`config.mk`:
```
export PLATFORM = sky130hd
export DESIGN_NAME = circular_double_ended_queue_unit
export DESIGN_NICKNAME = d
export VERILOG_FILES = /design/src/sv/cdq_pkg.sv /design/src/sv/cdq_cell.sv /design/src/sv/circular_double_ended_queue_unit.sv
export SDC_FILE = /design/constraint.sdc
export NUM_CORES = 1
export LEC_CHECK = 0
export BUFFER_PORTS_ARGS = -buffer_cell sky130_fd_sc_hd__buf_4
export CORE_MARGIN = 2
export CORE_UTILIZATION = 35
export CTS_BUF_LIST = sky130_fd_sc_hd__clkbuf_16
export DETAILED_ROUTE_END_ITERATION = 12
export PLACE_DENSITY = 0.63
export SKIP_CTS_REPAIR_TIMING = 1
export SYNTH_ARGS = -nofsm -noshare
export SYNTH_HDL_FRONTEND = slang
export SYNTH_SLANG_ARGS = --single-unit
```
`constraint.sdc`:
```
create_clock -name clk -period 3.2 [get_ports clk]
set_clock_uncertainty 0.2 [all_clocks]
set_input_delay 0.64 -clock clk [delete_from_list [all_inputs] [get_ports clk]]
set_output_delay 0.64 -clock clk [all_outputs]
set_load 0.03 [all_outputs]
```
`src/sv/cdq_pkg.sv`:
```
`timescale 1ns / 1ps
// ----------------------------------------------------------------------------
// cdq_pkg
// Shared constants and types for the circular double-ended queue unit.
// ----------------------------------------------------------------------------
package cdq_pkg;

	localparam int unsigned CDQ_CAPACITY = 16;
	localparam int unsigned DATA_W       = 32;
	localparam int unsigned FUNC_W       = 3;

	localparam logic [FUNC_W-1:0] FUNC_PUSH_FRONT = 3'd0;
	localparam logic [FUNC_W-1:0] FUNC_PUSH_BACK  = 3'd1;
	localparam logic [FUNC_W-1:0] FUNC_POP_FRONT  = 3'd2;
	localparam logic [FUNC_W-1:0] FUNC_POP_BACK   = 3'd3;
	localparam logic [FUNC_W-1:0] FUNC_CLEAR      = 3'd4;

	typedef struct packed {
		logic push_front;
		logic push_back;
		logic pop_front;
		logic pop_back;
		logic clear;
	} cdq_ctrl_t;

endpackage

```
`src/sv/cdq_cell.sv`:
```
`timescale 1ns / 1ps
// ----------------------------------------------------------------------------
// cdq_cell
// One slot of the queue row: holds one entry and its occupancy bit, and
// shifts toward either neighbor as the front of the queue moves.
// ----------------------------------------------------------------------------
module cdq_cell (
	input  logic                            clk,
	input  logic                            arst_n,
	input  cdq_pkg::cdq_ctrl_t              ctrl,
	input  logic signed [cdq_pkg::DATA_W-1:0] push_value,
	input  logic signed [cdq_pkg::DATA_W-1:0] prev_data,
	input  logic                            prev_valid,
	input  logic signed [cdq_pkg::DATA_W-1:0] next_data,
	input  logic                            next_valid,
	output logic signed [cdq_pkg::DATA_W-1:0] data,
	output logic                            valid,
	output logic                            tail
);
	import cdq_pkg::*;

	logic signed [DATA_W-1:0] data_q;
	logic signed [DATA_W-1:0] data_d;
	logic                     valid_q;
	logic                     valid_d;

	always_comb begin
		data_d  = data_q;
		valid_d = valid_q;
		if (ctrl.clear) begin
			valid_d = 1'b0;
		end else if (ctrl.push_front) begin
			data_d  = prev_data;
			valid_d = prev_valid;
		end else if (ctrl.push_back) begin
			if (!valid_q && prev_valid) begin
				data_d  = push_value;
				valid_d = 1'b1;
			end
		end else if (ctrl.pop_front) begin
			data_d  = next_data;
			valid_d = next_valid;
		end else if (ctrl.pop_back) begin
			if (valid_q && !next_valid) begin
				valid_d = 1'b0;
			end
		end
	end

	always_ff @(posedge clk or negedge arst_n) begin
		if (!arst_n) begin
			valid_q <= 1'b0;
		end else begin
			valid_q <= valid_d;
		end
	end

	always_ff @(posedge clk) begin
		data_q <= data_d;
	end

	assign data  = data_q;
	assign valid = valid_q;
	assign tail  = valid_q && !next_valid;

endmodule

```
`src/sv/circular_double_ended_queue_unit.sv`:
```
`timescale 1ns / 1ps
// ----------------------------------------------------------------------------
// circular_double_ended_queue_unit
// Double-ended queue of signed 32-bit entries built as a row of shifting
// cells; the front entry always sits in cell 0.
//
//   channel   handshake        fields
//   request   start / busy     func, push_value
//   result    done (strobe)    accepted, popped_value, is_empty, is_full
//
// One request per cycle; its result appears on the cycle after acceptance.
// busy is never raised: every cell updates in the cycle of the request.
// Reset empties every cell at once; no clearing pass.
// The receiver cannot stall; results are shown for exactly one cycle.
// ----------------------------------------------------------------------------
module circular_double_ended_queue_unit #(
	parameter int unsigned CAPACITY = cdq_pkg::CDQ_CAPACITY
) (
	input  logic                              clk,
	input  logic                              arst_n,
	input  logic                              start,
	output logic                              busy,
	input  logic [cdq_pkg::FUNC_W-1:0]        func,
	input  logic signed [cdq_pkg::DATA_W-1:0] push_value,
	output logic                              done,
	output logic                              accepted,
	output logic signed [cdq_pkg::DATA_W-1:0] popped_value,
	output logic                              is_empty,
	output logic                              is_full
);
	import cdq_pkg::*;

	logic signed [DATA_W-1:0] cell_data [CAPACITY];
	logic                     cell_valid [CAPACITY];
	logic                     cell_tail [CAPACITY];
	logic signed [DATA_W-1:0] back_data;
	logic                     full;
	logic                     empty;
	logic                     take;
	cdq_ctrl_t                ctrl;
	logic signed [DATA_W-1:0] popped_d;
	logic                     done_q;
	logic                     accepted_q;
	logic signed [DATA_W-1:0] popped_q;

	assign busy  = 1'b0;
	assign take  = start && !busy;
	assign full  = cell_valid[CAPACITY-1];
	assign empty = !cell_valid[0];

	always_comb begin
		ctrl.push_front = take && (func == FUNC_PUSH_FRONT) && !full;
		ctrl.push_back  = take && (func == FUNC_PUSH_BACK) && !full;
		ctrl.pop_front  = take && (func == FUNC_POP_FRONT) && !empty;
		ctrl.pop_back   = take && (func == FUNC_POP_BACK) && !empty;
		ctrl.clear      = take && (func == FUNC_CLEAR);
	end

	for (genvar i = 0; i < CAPACITY; i++) begin : g_cell
		logic signed [DATA_W-1:0] prev_data;
		logic                     prev_valid;
		logic signed [DATA_W-1:0] next_data;
		logic                     next_valid;

		if (i == 0) begin : g_first
			assign prev_data  = push_value;
			assign prev_valid = 1'b1;
		end else begin : g_mid_prev
			assign prev_data  = cell_data[i-1];
			assign prev_valid = cell_valid[i-1];
		end

		if (i == CAPACITY - 1) begin : g_last
			assign next_data  = '0;
			assign next_valid = 1'b0;
		end else begin : g_mid_next
			assign next_data  = cell_data[i+1];
			assign next_valid = cell_valid[i+1];
		end

		cdq_cell u_cell (
			.clk        (clk),
			.arst_n     (arst_n),
			.ctrl       (ctrl),
			.push_value (push_value),
			.prev_data  (prev_data),
			.prev_valid (prev_valid),
			.next_data  (next_data),
			.next_valid (next_valid),
			.data       (cell_data[i]),
			.valid      (cell_valid[i]),
			.tail       (cell_tail[i])
		);
	end

	// select the back entry: at most one cell flags itself as the tail (none when empty)
	always_comb begin
		back_data = '0;
		for (int i = 0; i < CAPACITY; i++) begin
			if (cell_tail[i]) begin
				back_data = back_data | cell_data[i];
			end
		end
	end

	always_comb begin
		popped_d = '0;
		if (ctrl.pop_front) begin
			popped_d = cell_data[0];
		end else if (ctrl.pop_back) begin
			popped_d = back_data;
		end
	end

	always_ff @(posedge clk or negedge arst_n) begin
		if (!arst_n) begin
			done_q     <= 1'b0;
			accepted_q <= 1'b0;
		end else begin
			done_q     <= take;
			accepted_q <= ctrl.push_front || ctrl.push_back || ctrl.pop_front
				|| ctrl.pop_back || ctrl.clear;
		end
	end

	always_ff @(posedge clk) begin
		popped_q <= popped_d;
	end

	assign done         = done_q;
	assign accepted     = accepted_q;
	assign popped_value = popped_q;
	assign is_empty     = empty;
	assign is_full      = full;

endmodule

```
==> key figures <==
Outcome
  – Status: completed

Clock tree
  – Worst-path clk slew: 0.06 ns
  – Root Driver: clkbuf_16
  – Clk buf depth: 3
  – Num Clock Sinks: 562
  – H-tree Lvls: 2
  – CTS tree: done
  – Clk Latency, worst-skew pair: 0.64 ns
  – CTS Buf Count: 58

GRT
  – Vias in the first global route: 22679
  – Initial antenna violation count: 2
  – Largest net degree at the start of global routing: 238
  – Global-route wire length before repair: 152000 um
  – Global router's overall resource usage: 23.4%
  – Global route overflow: 0

Synth
  – Netlist cell types: 52
  – Register area share after synthesis: 56.3%
  – Ys flop type: edfxtp_1
  – Flops & latches, synth: 562
  – Synthesized net count: 3153
  – Synthesized cell area: 0.0292 mm2
  – Synthesized area per cell: 9.38 um2
  – Yosys warning total: 0
  – Cells after Synth: 3115
  – Ys async rst share: 3.20%
  – Number of synthesized flops with an enable pin: 512

Setup path
  – CP Depth: 5
  – Setup crit end kind: register
  – Most frequent CP cell: buf_4
  – Critical-path cell list: buf_4 > nor2b_4 > nor2_1 > nor2_4 > buf_4
  – FF-to-FF path depth: 5
  – CP peak stage delay: 0.65 ns
  – Kind of cell adding the most delay to the critical path: simple AND/OR/NAND/NOR gates
  – CP Data Required Time: 3.26 ns
  – Setup CP Type: reg -> reg
  – CP bufs+invs: 2
  – Worst EP arrival: 2.79 ns
  – Crit-path max FO: 18
  – Worst path slowest cell: nor2b_4
  – CP Launch Type: register
  – Reg2Reg Setup Slack: 0.47 ns

Timing
  – Least-Margin Pin Slew: 1.17 ns
  – Period minus WS final: 2.73 ns
  – Fmax: 0.367 GHz
  – Max-slew violation count: 0
  – Fin crit share: 85.2%
  – RSZ-0062 raised after global routing: false
  – Rel. slew slack: 22.3%
  – Count of final hold-check violations: 0
  – Setup_tns: 0 ns
  – Final setup fails: 0

Placed design
  – Dpl cell area: 0.0309 mm2
  – DP Wirelength: 60100 um
  – Final Wtd Congestion: 0.876
  – PortBufs: 73

Finish
  – Layout area overhead: 12.3%
  – Commonest non-fill, non-tap cell in the layout: a21oi_1
  – Share of cells above drive strength 1: 10.1%
  – FILL cells: 8038
  – Nets@finish: 3060
  – Most frequent cells in the layout: 936 x a21oi_1, 512 x edfxtp_1, 511 x nor2_1
  – Final Cell Area: 0.0328 mm2

Detailed routing
  – Via Count: 25234
  – Antenna viol nets, final: 0
  – DR iter-0 viols: 4319
  – Drt wl/cell: 25.1 um
  – Vias per inst: 6.09
  – Drt pass-1 iters: 5
  – Final WL: 104000 um
  – # DRC: 0

Floorplanning
  – DIE HEIGHT: 293 um
  – Initial core utilization: 35.5%
  – Row Count: 105
  – Die width: 293 um
  – Full die area: 0.0858 mm2
  – CORE AREA: 0.0824 mm2
  – Top Ports: 75

Pwr
  – P_leak: 11.0 nW
  – Tot Pwr: 0.0193 W
  – Pwr Density: 588 mW/mm2
  – Max VDD drop: 357 uV

Min path
  – Worst hold path class: in -> reg
  – Hold Path Stages: 1

Run
  – Max_cap viols: 0
-- power breakdown --
group          internal, W  switching, W
Sequential         0.00853      0.000317
Combinational      0.00116       0.00241
Clock              0.00388       0.00302
Total               0.0136       0.00574
-- layer usage --
metal	share of wire [%]	global-route usage, %	up-vias
met5	0.0096	0	-
met4	4.7	10.3	2
met3	12	4.52	290
met2	45	35.6	1592
met1	39	32.3	12097
li1	-	-	11253
-- flip-flops by register name, summed over array words and instances (netlist names) --
name and flops:
accepted 1, done 1, g_cell.u_cell.data 512, g_cell.u_cell.valid 16, popped_value 32
-- stage by stage --
step	util, %	setup slack [ns]	hold WS, ns	std cells
floorplan	-	-0.561	0.144	3115
global placement	37.6	0.305	0.309	4031
detailed placement	37.6	0.285	0.319	4031
CTS	39.8	0.588	-0.312	4140
global route	39.8	0.413	0.0186	4142
finish	39.8	0.474	0.0366	4142
-- synthesized netlist by cell type, types with 15 or more instances --
| cell | number | area [um2] |
|---|---|---|
| clkbuf_1 | 142 | 533 |
| nor2b_1 | 15 | 93.8 |
| a22o_1 | 67 | 587 |
| nand2_1 | 284 | 1070 |
| buf_2 | 154 | 771 |
| buf_4 | 22 | 165 |
| edfxtp_1 | 512 | 15400 |
| a221oi_1 | 57 | 499 |
| a22oi_1 | 65 | 488 |
| dfxtp_1 | 32 | 641 |
| a21oi_1 | 938 | 4690 |
| and2_1 | 32 | 200 |
| nand4_1 | 32 | 200 |
| nor2_1 | 525 | 1970 |
| o21ai_0 | 29 | 145 |
| dfrtp_1 | 18 | 450 |
| o22ai_1 | 74 | 463 |
-- worst register-to-register path: cells and delay by family, from the launching register on --
kind,cells,cell delay (ns)
buffers and inverters,2,0.77
DFF,1,0.40
and+or+nand+nor,3,0.96
-- layout make-up --
type                            count  area, um2  area share [%]
Sequential cell                   562      16500            50.2
Multi-Input combinational cell   2214      11400            34.8
Timing Repair Buffer              182       1710            5.20
Clock buffer                       59       1480            4.50
Tap cell                         1070       1340            4.08
Clock inverter                     50        397            1.21
Inverter                            4       22.5          0.0686
Antenna cell                        1       2.50         0.00762
-- final timing paths --
check,startpoint,to
worst max-delay path,g_cell[4].u_cell.valid,g_cell[5].u_cell.data[23]
max in group asynchronous,arst_n,g_cell[15].u_cell.valid
worst min-delay path,start,done
min in group asynchronous,arst_n,g_cell[3].u_cell.valid
worst max register to register,g_cell[4].u_cell.valid,g_cell[5].u_cell.data[23]
worst min register to register,g_cell[0].u_cell.data[16],popped_value[16]
-- kinds of logic after synthesis --
| group | after synthesis | synth area share [%] |
|---|---|---|
| AO/OA/AOI/OAI | 1295 | 25.4 |
| buffers and inverters | 339 | 5.45 |
| flip-flops | 562 | 56.3 |
| other | 1 | 0.0128 |
| AND/OR/NAND/NOR | 918 | 12.8 |
No activity file was read; power rests on OpenSTA's default activity.
